[src/rtl/sfm_pkg.sv]
// Shared types, constants and helper functions of the fp16 sigmoid block.
// Used by the controller, the datapath and the top level; no dependencies.
`default_nettype none

package sfm_pkg;

  // Binary16 and binary32 codes.
  localparam logic [15:0] HalfOne  = 16'h3C00;
  localparam logic [15:0] HalfQnan = 16'h7E00;
  localparam logic [31:0] F32Pinf  = 32'h7F80_0000;

  // Magnitudes at and above which the result saturates (20.0 and 18.0).
  localparam logic [14:0] MagPosSat = 15'h4D00;
  localparam logic [14:0] MagNegSat = 15'h4C80;

  // Fixed-point constants in Q2.62: one, and exp(-2^-24) used as squaring seed.
  localparam logic [63:0] FixOne  = 64'h4000_0000_0000_0000;
  localparam logic [63:0] ExpSeed = 64'h3FFF_FFC0_0000_2000;

  // 127 scaled by 16 so that the mantissa quotient stays within [0.5, 2).
  localparam logic [63:0] Den127 = 64'd2032;

  // Argument bits (5 integer, 24 fraction), last bit index, normalize limit.
  localparam int unsigned ArgBits = 29;
  localparam logic [4:0]  LastBit = 5'd28;
  localparam logic [3:0]  NormMax = 4'd13;

  // Commands from the controller to the datapath.
  typedef struct packed {
    logic load;
    logic mul_start;
    logic mul_to_c;
    logic shift_a;
    logic div_sig;
    logic norm_init;
    logic norm_step;
    logic round_sig;
    logic max_upd;
    logic dn_start;
    logic dn_store;
    logic up_start;
    logic up_store;
    logic push;
  } sfm_cmd_t;

  // Status from the datapath to the controller.
  typedef struct packed {
    logic special;
    logic last;
    logic a_bit;
    logic mul_done;
    logic div_done;
    logic norm_done;
    logic max_zero;
    logic out_busy;
  } sfm_sts_t;

  // Pack a quotient in [0.5, 2) (bit 63 weighs 1) with base exponent b into a
  // binary32 pattern, rounding to nearest even.
  function automatic logic [31:0] f32_pack(input logic [63:0] q, input logic stk,
                                           input logic signed [6:0] b);
    logic [23:0]       m;
    logic              rb;
    logic              st;
    logic              inc;
    logic signed [9:0] bx;
    logic [9:0]        eb;
    bx = {{3{b[6]}}, b};
    if (q[63]) begin
      m  = q[63:40];
      rb = q[39];
      st = (|q[38:0]) | stk;
      eb = 10'(bx + 10'sd126);
    end else begin
      m  = q[62:39];
      rb = q[38];
      st = (|q[37:0]) | stk;
      eb = 10'(bx + 10'sd125);
    end
    inc = rb & (st | m[0]);
    return {1'b0, eb[7:0], 23'b0} + {8'b0, m} + {31'b0, inc};
  endfunction

endpackage

`default_nettype wire

[src/rtl/sfm_ctrl.sv]
// Controller state machine of the fp16 sigmoid block.
// Depends on sfm_pkg for the command and status structs.
`default_nettype none

module sfm_ctrl import sfm_pkg::*; (
  input  wire logic     clk_i,
  input  wire logic     rst_ni,
  input  wire logic     in_valid_i,
  output logic          in_ready_o,
  input  wire sfm_sts_t sts_i,
  output sfm_cmd_t      cmd_o
);

  typedef enum logic [14:0] {
    StIdle  = 15'b000000000000001,
    StBit   = 15'b000000000000010,
    StMacc  = 15'b000000000000100,
    StSqChk = 15'b000000000001000,
    StMsq   = 15'b000000000010000,
    StDiv   = 15'b000000000100000,
    StNinit = 15'b000000001000000,
    StNorm  = 15'b000000010000000,
    StFin   = 15'b000000100000000,
    StScl   = 15'b000001000000000,
    StDn    = 15'b000010000000000,
    StDnUp  = 15'b000100000000000,
    StUp    = 15'b001000000000000,
    StUpSt  = 15'b010000000000000,
    StPush  = 15'b100000000000000
  } state_e;

  state_e     state_q, state_d;
  logic [4:0] bidx_q, bidx_d;

  // State register and argument bit counter.
  always_ff @(posedge clk_i or negedge rst_ni) begin
    if (!rst_ni) begin
      state_q <= StIdle;
      bidx_q  <= '0;
    end else begin
      state_q <= state_d;
      bidx_q  <= bidx_d;
    end
  end

  assign in_ready_o = (state_q == StIdle);

  // Next state and commands.
  always_comb begin
    state_d = state_q;
    bidx_d  = bidx_q;
    cmd_o   = '0;
    unique case (state_q)
      StIdle: begin
        if (in_valid_i) begin
          cmd_o.load = 1'b1;
          bidx_d     = '0;
          state_d    = StBit;
        end
      end
      StBit: begin
        if (sts_i.special) begin
          state_d = StFin;
        end else if (sts_i.a_bit) begin
          cmd_o.mul_start = 1'b1;
          state_d         = StMacc;
        end else begin
          state_d = StSqChk;
        end
      end
      StMacc: begin
        if (sts_i.mul_done) begin
          state_d = StSqChk;
        end
      end
      StSqChk: begin
        if (bidx_q == LastBit) begin
          cmd_o.div_sig = 1'b1;
          state_d       = StDiv;
        end else begin
          cmd_o.mul_start = 1'b1;
          cmd_o.mul_to_c  = 1'b1;
          cmd_o.shift_a   = 1'b1;
          bidx_d          = bidx_q + 5'd1;
          state_d         = StMsq;
        end
      end
      StMsq: begin
        if (sts_i.mul_done) begin
          state_d = StBit;
        end
      end
      StDiv: begin
        if (sts_i.div_done) begin
          state_d = StNinit;
        end
      end
      StNinit: begin
        cmd_o.norm_init = 1'b1;
        state_d         = StNorm;
      end
      StNorm: begin
        if (sts_i.norm_done) begin
          cmd_o.round_sig = 1'b1;
          state_d         = StFin;
        end else begin
          cmd_o.norm_step = 1'b1;
        end
      end
      StFin: begin
        cmd_o.max_upd = 1'b1;
        state_d       = sts_i.last ? StScl : StPush;
      end
      StScl: begin
        if (sts_i.max_zero) begin
          state_d = StPush;
        end else begin
          cmd_o.dn_start = 1'b1;
          state_d        = StDn;
        end
      end
      // The down scale comes from a fold by 127, not from the divider.
      StDn: begin
        state_d = StDnUp;
      end
      StDnUp: begin
        cmd_o.dn_store = 1'b1;
        cmd_o.up_start = 1'b1;
        state_d        = StUp;
      end
      StUp: begin
        if (sts_i.div_done) begin
          state_d = StUpSt;
        end
      end
      StUpSt: begin
        cmd_o.up_store = 1'b1;
        state_d        = StPush;
      end
      StPush: begin
        if (!sts_i.out_busy) begin
          cmd_o.push = 1'b1;
          state_d    = StIdle;
        end
      end
      default: begin
        state_d = StIdle;
      end
    endcase
  end

endmodule

`default_nettype wire

[src/rtl/sfm_dpath.sv]
// Datapath of the fp16 sigmoid block: exp by squaring, shared multiplier and
// divider, rounding, running maximum, scale packing and the output register.
// Depends on sfm_pkg; driven by sfm_ctrl.
`default_nettype none

module sfm_dpath import sfm_pkg::*; (
  input  wire logic        clk_i,
  input  wire logic        rst_ni,
  input  wire logic [15:0] sample_half_i,
  input  wire logic        last_item_i,
  input  wire sfm_cmd_t    cmd_i,
  output sfm_sts_t         sts_o,
  output logic [15:0]      sigmoid_half_o,
  output logic             is_last_o,
  output logic [15:0]      max_half_o,
  output logic [31:0]      scale_down_o,
  output logic [31:0]      scale_up_o,
  output logic             out_valid_o,
  input  wire logic        out_ready_i
);

  // Item registers.
  logic [ArgBits-1:0] a_q;
  logic               neg_q, last_q, spec_q, nan_q;
  logic [15:0]        res_q;
  logic [63:0]        acc_q, c_q;
  logic [15:0]        mx_q;

  // Multiplier registers.
  logic [2:0]   mph_q;
  logic         mbusy_q, mdst_q;
  logic [63:0]  pp_q;
  logic [127:0] macc_q;

  // Divider registers.
  logic [64:0] rem_q;
  logic [63:0] dden_q, quo_q;
  logic [5:0]  dcnt_q;
  logic        dbusy_q;
  logic [3:0]  sh_q;
  logic signed [6:0] be_q;
  logic [31:0] sd_q, su_q;

  // Output registers.
  logic        ov_q;
  logic [15:0] osig_q, omax_q;
  logic        olast_q;
  logic [31:0] osd_q, osu_q;

  // Input decode.
  logic [4:0]         in_ef;
  logic [9:0]         in_fr;
  logic               in_nan, in_spec;
  logic [15:0]        in_res;
  logic [ArgBits-1:0] in_arg;
  logic [4:0]         in_sh;

  always_comb begin
    in_ef   = sample_half_i[14:10];
    in_fr   = sample_half_i[9:0];
    in_nan  = (in_ef == 5'h1F) && (in_fr != '0);
    in_spec = in_nan || (in_ef == 5'h1F) ||
              (!sample_half_i[15] && (sample_half_i[14:0] >= MagPosSat)) ||
              (sample_half_i[15] && (sample_half_i[14:0] >= MagNegSat));
    if (in_nan) begin
      in_res = HalfQnan;
    end else begin
      in_res = sample_half_i[15] ? 16'h0000 : HalfOne;
    end
    in_sh  = (in_ef == '0) ? 5'd0 : (in_ef - 5'd1);
    in_arg = ({18'b0, (in_ef != '0), in_fr} << in_sh);
  end

  // Multiplier operand selection and partial product alignment.
  logic [63:0]  mx_op;
  logic [31:0]  mopa, mopb;
  logic [1:0]   pidx;
  logic [127:0] pp_al, msum;

  always_comb begin
    mx_op = mdst_q ? c_q : acc_q;
    case (mph_q[1:0])
      2'd0:    begin mopa = mx_op[31:0];  mopb = c_q[31:0];  end
      2'd1:    begin mopa = mx_op[31:0];  mopb = c_q[63:32]; end
      2'd2:    begin mopa = mx_op[63:32]; mopb = c_q[31:0];  end
      default: begin mopa = mx_op[63:32]; mopb = c_q[63:32]; end
    endcase
    pidx = 2'(mph_q - 3'd1);
    case (pidx)
      2'd0:    pp_al = {64'b0, pp_q};
      2'd1:    pp_al = {32'b0, pp_q, 32'b0};
      2'd2:    pp_al = {32'b0, pp_q, 32'b0};
      default: pp_al = {pp_q, 64'b0};
    endcase
    msum = macc_q + pp_al;
  end

  logic mul_done;
  assign mul_done = mbusy_q && (mph_q == 3'd4);

  // Divider step: one quotient bit a cycle.
  logic        dcmp;
  logic [64:0] rem_sub;
  logic        div_done;
  assign dcmp     = (rem_q >= {1'b0, dden_q});
  assign rem_sub  = dcmp ? (rem_q - {1'b0, dden_q}) : rem_q;
  assign div_done = dbusy_q && (dcnt_q == 6'd63);

  // Divider start operands.
  logic        dstart;
  logic [64:0] dnum;
  logic [63:0] dden;

  // Normalize the running maximum for the scale computations.
  logic [10:0]       mm;
  logic signed [6:0] em;
  logic [3:0]        lead, sub_sh;

  always_comb begin
    lead = '0;
    for (int i = 0; i < 10; i++) begin
      if (mx_q[i]) begin
        lead = 4'(i);
      end
    end
    sub_sh = 4'd10 - lead;
    if (mx_q[14:10] == '0) begin
      mm = 11'({1'b0, mx_q[9:0]} << sub_sh);
      em = -7'sd14 - $signed({3'b0, sub_sh});
    end else begin
      mm = {1'b1, mx_q[9:0]};
      em = $signed({2'b0, mx_q[14:10]}) - 7'sd15;
    end
  end

  // Down scale quotient mm / 2032. Since 128 = 127 + 1, folding the upper bits
  // onto the lower seven gives mm = 127 * Q + R, and R / 127 is R repeated in
  // 7-bit groups, so the quotient is exact and the tail is nonzero iff R is.
  logic [7:0]  d7_sum, d7_rem;
  logic [4:0]  d7_quo;
  logic [63:0] dn_quo;
  logic        dn_stk;

  always_comb begin
    d7_sum = {4'b0, mm[10:7]} + {1'b0, mm[6:0]};
    if (d7_sum >= 8'd127) begin
      d7_quo = {1'b0, mm[10:7]} + 5'd1;
      d7_rem = d7_sum - 8'd127;
    end else begin
      d7_quo = {1'b0, mm[10:7]};
      d7_rem = d7_sum;
    end
    dn_quo = {d7_quo, {8{d7_rem[6:0]}}, d7_rem[6:4]};
    dn_stk = (d7_rem != '0);
  end

  always_comb begin
    dstart = cmd_i.div_sig | cmd_i.up_start;
    if (cmd_i.div_sig) begin
      dnum = {1'b0, (neg_q ? acc_q : FixOne)};
      dden = FixOne + acc_q;
    end else begin
      dnum = {1'b0, Den127};
      dden = {53'b0, mm};
    end
  end

  // Rounding of the normalized sigmoid quotient.
  logic        stk, sinc;
  logic [11:0] sn;
  logic [15:0] sres;
  assign stk  = |rem_q;
  assign sinc = quo_q[52] & ((|quo_q[51:0]) | stk | quo_q[53]);
  assign sn   = {1'b0, quo_q[63:53]} + {11'b0, sinc};
  assign sres = {2'b0, 4'(NormMax - sh_q), 10'b0} + {4'b0, sn};

  // Item and exp registers.
  always_ff @(posedge clk_i) begin
    if (cmd_i.load) begin
      a_q    <= in_arg;
      neg_q  <= sample_half_i[15];
      last_q <= last_item_i;
      spec_q <= in_spec;
      nan_q  <= in_nan;
      res_q  <= in_res;
      acc_q  <= FixOne;
      c_q    <= ExpSeed;
    end else begin
      if (cmd_i.shift_a) begin
        a_q <= a_q >> 1;
      end
      if (mul_done) begin
        if (mdst_q) begin
          c_q <= msum[125:62];
        end else begin
          acc_q <= msum[125:62];
        end
      end
      if (cmd_i.round_sig) begin
        res_q <= sres;
      end
    end
  end

  // Multiplier sequencer: four partial products, one a cycle.
  always_ff @(posedge clk_i or negedge rst_ni) begin
    if (!rst_ni) begin
      mbusy_q <= 1'b0;
      mph_q   <= '0;
    end else if (cmd_i.mul_start) begin
      mbusy_q <= 1'b1;
      mph_q   <= '0;
    end else if (mbusy_q) begin
      mph_q <= mph_q + 3'd1;
      if (mph_q == 3'd4) begin
        mbusy_q <= 1'b0;
      end
    end
  end

  always_ff @(posedge clk_i) begin
    if (cmd_i.mul_start) begin
      mdst_q <= cmd_i.mul_to_c;
      macc_q <= '0;
    end else if (mbusy_q) begin
      pp_q <= mopa * mopb;
      if (mph_q != 3'd0) begin
        macc_q <= msum;
      end
    end
  end

  // Divider control.
  always_ff @(posedge clk_i or negedge rst_ni) begin
    if (!rst_ni) begin
      dbusy_q <= 1'b0;
      dcnt_q  <= '0;
    end else if (dstart) begin
      dbusy_q <= 1'b1;
      dcnt_q  <= '0;
    end else if (dbusy_q) begin
      dcnt_q <= dcnt_q + 6'd1;
      if (dcnt_q == 6'd63) begin
        dbusy_q <= 1'b0;
      end
    end
  end

  // Divider payload, normalize shifter and scale results.
  always_ff @(posedge clk_i) begin
    if (dstart) begin
      rem_q  <= dnum;
      dden_q <= dden;
      quo_q  <= '0;
    end else if (dbusy_q) begin
      rem_q <= {rem_sub[63:0], 1'b0};
      quo_q <= {quo_q[62:0], dcmp};
    end else if (cmd_i.norm_init) begin
      quo_q <= {quo_q[62:0], 1'b0};
    end else if (cmd_i.norm_step) begin
      quo_q <= {quo_q[62:0], 1'b0};
    end
    if (cmd_i.norm_init) begin
      sh_q <= '0;
    end else if (cmd_i.norm_step) begin
      sh_q <= sh_q + 4'd1;
    end
    if (cmd_i.dn_start) begin
      be_q <= em - 7'sd6;
    end else if (cmd_i.up_start) begin
      be_q <= 7'sd6 - em;
    end
    if (cmd_i.dn_store) begin
      sd_q <= f32_pack(dn_quo, dn_stk, be_q);
    end
    if (cmd_i.up_store) begin
      su_q <= f32_pack(quo_q, stk, be_q);
    end
  end

  // Running maximum over non-NaN results; cleared after the last item.
  always_ff @(posedge clk_i or negedge rst_ni) begin
    if (!rst_ni) begin
      mx_q <= '0;
    end else if (cmd_i.max_upd) begin
      if (!nan_q && (res_q > mx_q)) begin
        mx_q <= res_q;
      end
    end else if (cmd_i.push && last_q) begin
      mx_q <= '0;
    end
  end

  // Output register.
  always_ff @(posedge clk_i or negedge rst_ni) begin
    if (!rst_ni) begin
      ov_q <= 1'b0;
    end else if (cmd_i.push) begin
      ov_q <= 1'b1;
    end else if (out_ready_i) begin
      ov_q <= 1'b0;
    end
  end

  always_ff @(posedge clk_i) begin
    if (cmd_i.push) begin
      osig_q  <= res_q;
      olast_q <= last_q;
      if (!last_q) begin
        omax_q <= '0;
        osd_q  <= '0;
        osu_q  <= '0;
      end else if (mx_q == '0) begin
        omax_q <= '0;
        osd_q  <= '0;
        osu_q  <= F32Pinf;
      end else begin
        omax_q <= mx_q;
        osd_q  <= sd_q;
        osu_q  <= su_q;
      end
    end
  end

  assign sigmoid_half_o = osig_q;
  assign is_last_o      = olast_q;
  assign max_half_o     = omax_q;
  assign scale_down_o   = osd_q;
  assign scale_up_o     = osu_q;
  assign out_valid_o    = ov_q;

  // Status to the controller.
  always_comb begin
    sts_o           = '0;
    sts_o.special   = spec_q;
    sts_o.last      = last_q;
    sts_o.a_bit     = a_q[0];
    sts_o.mul_done  = mul_done;
    sts_o.div_done  = div_done;
    sts_o.norm_done = quo_q[63] || (sh_q == NormMax);
    sts_o.max_zero  = (mx_q == '0);
    sts_o.out_busy  = ov_q && !out_ready_i;
  end

endmodule

`default_nettype wire

[src/rtl/sigmoid_fp16_with_max_scale.sv]
// Saturating or NaN inputs skip the arithmetic; other items run the exp loop
// on the shared 4-pass multiplier, then the 64-step divider and
// normalization. A last item also runs the down scale fold and the up scale
// division, both skipped with a zero max.
// Throughput: one item at a time; the output register frees the input side.
// Reset: asynchronous, active low; clears control state and the running max.
`default_nettype none

module sigmoid_fp16_with_max_scale import sfm_pkg::*; (
  input  wire logic        clk_i,
  input  wire logic        rst_ni,
  input  wire logic        in_valid_i,
  output logic             in_ready_o,
  input  wire logic [15:0] sample_half_i,
  input  wire logic        last_item_i,
  output logic             out_valid_o,
  input  wire logic        out_ready_i,
  output logic [15:0]      sigmoid_half_o,
  output logic             is_last_o,
  output logic [15:0]      max_half_o,
  output logic [31:0]      scale_down_o,
  output logic [31:0]      scale_up_o
);

  sfm_cmd_t cmd;
  sfm_sts_t sts;

  // Sequencer.
  sfm_ctrl u_ctrl (
    .clk_i      (clk_i),
    .rst_ni     (rst_ni),
    .in_valid_i (in_valid_i),
    .in_ready_o (in_ready_o),
    .sts_i      (sts),
    .cmd_o      (cmd)
  );

  // Arithmetic and output register.
  sfm_dpath u_dpath (
    .clk_i          (clk_i),
    .rst_ni         (rst_ni),
    .sample_half_i  (sample_half_i),
    .last_item_i    (last_item_i),
    .cmd_i          (cmd),
    .sts_o          (sts),
    .sigmoid_half_o (sigmoid_half_o),
    .is_last_o      (is_last_o),
    .max_half_o     (max_half_o),
    .scale_down_o   (scale_down_o),
    .scale_up_o     (scale_up_o),
    .out_valid_o    (out_valid_o),
    .out_ready_i    (out_ready_i)
  );

endmodule

`default_nettype wire

[config.mk]
export PLATFORM = sky130hd
export DESIGN_NAME = sigmoid_fp16_with_max_scale
export DESIGN_NICKNAME = d
export VERILOG_FILES = /design/src/rtl/sfm_pkg.sv /design/src/rtl/sfm_ctrl.sv /design/src/rtl/sfm_dpath.sv /design/src/rtl/sigmoid_fp16_with_max_scale.sv
export SDC_FILE = /design/constraint.sdc
export NUM_CORES = 2
export LEC_CHECK = 0
export ABC_AREA = 1
export BUFFER_PORTS_ARGS = -buffer_cell sky130_fd_sc_hd__buf_2
export CORE_MARGIN = 2
export CORE_UTILIZATION = 37
export DETAILED_ROUTE_END_ITERATION = 12
export PLACE_DENSITY = 0.61
export REMOVE_ABC_BUFFERS = 1
export SYNTH_ARGS = -nofsm -noshare
export SYNTH_HDL_FRONTEND = slang
export SYNTH_SLANG_ARGS = --single-unit
[constraint.sdc]
create_clock -name clk_i -period 10.9 [get_ports clk_i]
set_input_delay 2.18 -clock clk_i [delete_from_list [all_inputs] [get_ports clk_i]]
set_output_delay 2.18 -clock clk_i [all_outputs]
set_load 0.02 [all_outputs]
After elaboration in Yosys (flattened, before gate mapping)

Cells that the tools add are included.

Register bits after elaboration: 783
Bits in read-only memories: 0
Memories kept: 0
Bits in writable memories: 0
Output and inout bits: 99
Logic and storage cells: 264
Input bits: 21
Latch bits: 0

$mul: 1
Multiplexer cells: 101
Order comparisons: 5
Reduce and logical (&&, ||, !) cells: 49
Shifts and indexed selects: 2
Div/mod/pow operators: 0
Add/subtract/negate cells: 26
Bitwise operators: 14
Equal/unequal tests: 33

Operators with widths:

| operator                                                   | number |
|---|---|
| two-way mux 64 bit                                         | 7 |
| one-hot mux 128 bit (2 select lines)                       | 1 |
| one-hot mux 15 bit (15 select lines)                       | 1 |
| two-way mux 15 bit                                         | 9 |
| two-way mux 65 bit                                         | 2 |
| adder 128 bit                                              | 1 |
| two-way mux 16 bit                                         | 6 |
| two-way mux 24 bit                                         | 4 |
| greater-or-equal comparator 65 x 64 -> 1 bit               | 1 |
| OR reduction 65 bit                                        | 1 |
| adder 31 x 24 -> 32 bit                                    | 2 |
| adder 32 x 1 -> 32 bit                                     | 2 |
| adder 63 x 64 -> 64 bit (first input constant)             | 1 |
| multiplier 32 x 32 -> 64 bit                               | 1 |
| two-way mux 32 bit                                         | 2 |
| subtractor 64 bit                                          | 1 |
| two-way mux 29 bit                                         | 2 |
| OR reduction 52 bit                                        | 1 |
| two-way mux 8 bit                                          | 5 |
| OR reduction 39 bit                                        | 1 |
| OR reduction 38 bit                                        | 1 |
| two-way mux 31 bit                                         | 1 |
| greater-or-equal comparator 15 bit (second input constant) | 2 |
| two-way mux 1 bit                                          | 30 |
| 74 further kinds                                           | 146 |

Depth between registers and ports, before layout

Depth in word-level cells: 21
Mapped depth: 43
Mapped depth without buffers: 41

Cells and area by module

From an unflattened synthesis, not the netlist that was laid out.

Cell total of the unflattened synthesis: 10645
Area, all modules: 82014.9 um^2

Modules (own cells, without submodules):

| module    | area each (um^2) | cells an instance | times used | sequential area each (um^2) |
|---|---|---|---|---|
| sfm_dpath | 80567.3          | 10444             | 1          | 19373.6 |
| sfm_ctrl  | 1447.6           | 201               | 1          | 501.7 |

Least setup slack after synthesis

Ideal clock, no wire load.

Path kind: reg-to-reg
From: register u_dpath.mph_q[0]
To: register u_dpath.pp_q[57], data pin
Required time: 10.642 ns
Path slack: 2.342 ns
Setup time: 0.258 ns
Path buffers: 3
Cell stages (with the launch flop): 36
Arrival time: 8.299 ns
Clock period less this slack: 8.558 ns
Path through: dfrtp_1 > inv_1 > ha_1 > nor2_1 > clkbuf_1 > o211ai_1 > nand2_1 > clkbuf_1 > buf_1 > nor2_1 > fa_1 > inv_1 > fa_1 > fa_1 > fa_1 > inv_1 > fa_1 > fa_1 > fa_1 > inv_1 > fa_1 > inv_1 > ha_1 > nand2_1 > nor2_1 > nand2_1 > nor4_1 > a21oi_1 > o31ai_1 > a21oi_1 > inv_1 > nand2_1 > nand3_1 > a21o_1 > a21oi_1 > xnor2_1

Word-level cells in the longest chain between the ends: 4
Elaborated cells on any way between the ends: 8
Classes of those cells: 1 x mul; 2 x eq/ne; 2 x mux; 3 x reduce/logical

RTL lines:

| item                                                       | line             | RTL |
|---|---|---|
| start, declared                                            | sfm_dpath.sv:30  | `logic [2:0] mph_q;` |
| start signal, assigned                                     | sfm_dpath.sv:214 | `mph_q <= mph_q + 3'd1;` |
| equality test 2 x 1 -> 1 bit, or another cell as far along | sfm_dpath.sv:82  | `case (mph_q[1:0])` |
| OR reduction 2 bit (no line)                               | --               |  |
| two-way mux 32 bit                                         | sfm_dpath.sv:82  |  |
| multiplier 32 x 32 -> 64 bit (*)                           | sfm_dpath.sv:226 | `pp_q <= mopa * mopb;` |
| end signal, assigned                                       | sfm_dpath.sv:226 |  |
| end, declared                                              | sfm_dpath.sv:32  | `logic [63:0] pp_q;` |

Every way passes the cells marked *; elsewhere a longest branch is shown, timed or not.
A chain may end at the register's enable or synchronous reset.

Worst setup path in the final report

From: register u_dpath.mph_q[0]
To: register u_dpath.pp_q[60], data pin

Same word-level chain as after synthesis.

==> impl_metrics.json <==
{
  "status": "completed",
  "syn2layout_area_growth_pct": 8.554,
  "slew_headroom_pct": 9.933,
  "num-fill-cells": 22524,
  "drive_above_1_share_pct": 5.389,
  "cp_top_family": "adder cells",
  "groute.usage.overall_pct": 27.54,
  "post_synth.cell_area_avg_um2": 7.739,
  "first_global_vias": 72681,
  "synth_cell_types": 75,
  "cp.required_ns": 11.35,
  "portBuffers": 117,
  "fin_crit_sh_pct": 94.67,
  "hold_class": "reg2reg",
  "insertion_delay_ns": 0.71,
  "cts_sinks": 777,
  "cp_slowest_cell": "nand2_1",
  "async_reset_ff_share_pct": 6.049,
  "synthTopCellsByArea": "fa_1 (22%), edfxtp_1 (15%), inv_1 (9.8%), dfxtp_1 (7.9%), ha_1 (7.7%)",
  "worstSetupPathType": "reg2reg",
  "synth_largest_area_cell": "fa_1",
  "ys_seq_area_share_pct": 24.29,
  "synth_top_area_share_pct": 22.00,
  "rsz0062_at_grt": "false",
  "ys_ff_latch": 777,
  "drtIter0Drc": 7375,
  "cts_tree": "yes",
  "crit_top_cell": "fa_1",
  "post_cts_buffers": 0,
  "synth-main-ff-cell": "edfxtp_1",
  "final_hold_viol_count": 0,
  "die_width_um": 474.3,
  "period_needed_ns": 10.32,
  "detail_route.first_pass.iterations": 6,
  "cap_violations": 0,
  "synth_area_mm2": 0.08182,
  "max_stage_delay_ns": 0.98,
  "crit_buf_inv": 6,
  "grt-ovfl-total": 0,
  "route.detailed.drc": 0,
  "die_area_mm2": 0.2249,
  "finalSetupViolCount": 0,
  "ys_warn_count": 0,
  "root_buffer": "clkbuf_16",
  "ant_nets": 0,
  "rows": 172,
  "crit_arrival_ns": 10.77,
  "via_per_inst": 5.340,
  "place_ws_ns": 0.3171,
  "cts_buffer_depth": 3,
  "initial_core_util_pct": 37.24,
  "synth_edf_count": 408,
  "slew_violations": 0,
  "die-height_um": 474.3,
  "fmax_mhz": 96.91,
  "path_clk_slew_ns": 0.06,
  "dp_hpwl_um": 248200,
  "crit_path_end_kind": "flip-flop",
  "routed_wirelength_um": 313100,
  "antenna_found_initial": 7,
  "layout_setup_ws_ns": 0.5808,
  "cp-start-kind": "flip-flop",
  "cts_made_buffers": 83,
  "critPathMaxFanout": 19,
  "grt_pass1_wl_um": 463400,
  "avgRoutedWirePerCell_um": 23.03,
  "coreArea_mm2": 0.2197,
  "tns_ns": 0,
  "vias": 72593,
  "syn-instance-count": 10572,
  "grt_start_max_net_pins": 111,
  "worst_pin_slew_ns": 1.342,
  "fin_skew_ns": 0.02896,
  "io_pins": 120,
  "fin_nets": 11984,
  "h-tree-depth": 3,
  "place.gp.congestion": 1.025,
  "yosys-top-cells-count": "inv_1 (2140), nor2_1 (1623), nand2_1 (1585)",
  "yosysMostFrequentCell": "inv_1"
}
[routing by layer]
| layer | up-vias | GRT usage (%) | share of wire [%] |
|---|---|---|---|
| met4 | 10 | 14.88 | 6.3 |
| li1 | 33146 | - | - |
| met3 | 725 | 5.019 | 9.0 |
| met1 | 35298 | 35.37 | 40 |
| met5 | - | 0 | 0.020 |
| met2 | 3414 | 43.88 | 44 |
[sequential cells by signal, summed over array words and instances (netlist names), 3 cells and up]
name	flops
u_dpath.dden_q	64
u_dpath.max_half_o	15
u_dpath.be_q	7
u_ctrl.bidx_q	5
u_dpath.rem_q	65
u_dpath.su_q	32
u_dpath.sh_q	4
u_dpath.res_q	15
u_dpath.pp_q	64
u_dpath.a_q	29
u_dpath.mx_q	15
u_dpath.mph_q	3
u_dpath.scale_up_o	32
u_dpath.macc_q	126
u_dpath.scale_down_o	32
u_dpath.dcnt_q	6
u_dpath.quo_q	64
u_dpath.sigmoid_half_o	15
u_dpath.sd_q	32
u_dpath.c_q	64
u_ctrl.state_q	15
u_dpath.acc_q	64
[cells by family (layout without fill, tap and decap cells)]
logic type      count (synthesis)  after routing  share of synthesized area, %
xor+xnor                      281            281                         3.031
fa+ha+maj                    1401           1401                         29.67
compound gates               1723           1723                         12.07
simple gates                 3810           3810                         18.93
other cells                     1              6                      0.004583
flops                         777            777                         24.29
mux                             9              9                        0.1101
buf+inv                      2570           2628                         11.89
[stage by stage]
| step | cell area, um2 | util (%) | std cells | hold slack (ns) |
|---|---|---|---|---|
| 2_1_floorplan | 80310 | - | 10190 | 0.4264 |
| 6_report | 88820 | 40.42 | 13593 | 0.4684 |
| 3_3_place_gp | 86030 | 39.15 | 13432 | 0.4593 |
| 5_1_grt | 88810 | 40.42 | 13591 | 0.5110 |
| 3_5_place_dp | 86040 | 39.16 | 13434 | 0.4648 |
| 4_1_cts | 88800 | 40.41 | 13590 | 0.4730 |
[layout make-up]
type	count	area (um2)	share of cell area, %
multi-input cells	7228	52380	58.98
diodes	2	5.005	0.005635
inverters	2185	8210	9.244
clock inverters	58	548.0	0.6170
flip-flops and latches	777	19880	22.38
clock buffers	98	2206	2.484
repair buffers	287	1891	2.129
well taps	2958	3701	4.167
[cells in the final DEF (no fill, tap or decap), drive strengths merged, types with 33 or more instances in the layout]
| master | instances |
|---|---|
| nand3 | 350 |
| fa | 899 |
| o21a | 43 |
| nor4 | 52 |
| nor3 | 50 |
| o211ai | 191 |
| a31oi | 87 |
| nand2 | 1621 |
| inv | 2172 |
| edfxtp | 408 |
| clkinv | 53 |
| dfrtp | 46 |
| a21oi | 593 |
| ha | 502 |
| xor2 | 167 |
| nand4 | 52 |
| xnor2 | 114 |
| buf | 287 |
| dfxtp | 322 |
| a32o | 33 |
| o21ai | 642 |
| nor2 | 1634 |
| clkbuf | 98 |
[worst min-delay path, cell delays in order, from the launching register on]
cell,delay (ns)
dfxtp_1,0.31
nand2_1,0.06
a21oi_1,0.05
[timing repair]
action                                  4_1_cts  5_1_grt
hold buffers                                  0        0
endpoints found under the setup margin        0        3
resized for setup                             0        2
[path summary, 6_finish.rpt]
check,startpoint,endpoint,slack [ns],depth (start not counted)
worst max register to register,u_dpath.mph_q[0],u_dpath.pp_q[60],0.58,28
worst max-delay path,u_dpath.mph_q[0],u_dpath.pp_q[60],0.58,28
worst min register to register,u_dpath.macc_q[0],u_dpath.macc_q[0],0.47,2
min in group asynchronous,rst_ni,u_dpath.out_valid_o,1.62,2
worst min-delay path,u_dpath.macc_q[0],u_dpath.macc_q[0],0.47,2
max in group asynchronous,rst_ni,u_dpath.mph_q[1],8.71,2
Power is not shown: default switching activity piles up to over one toggle a cycle in this logic, so the estimate is an artifact.
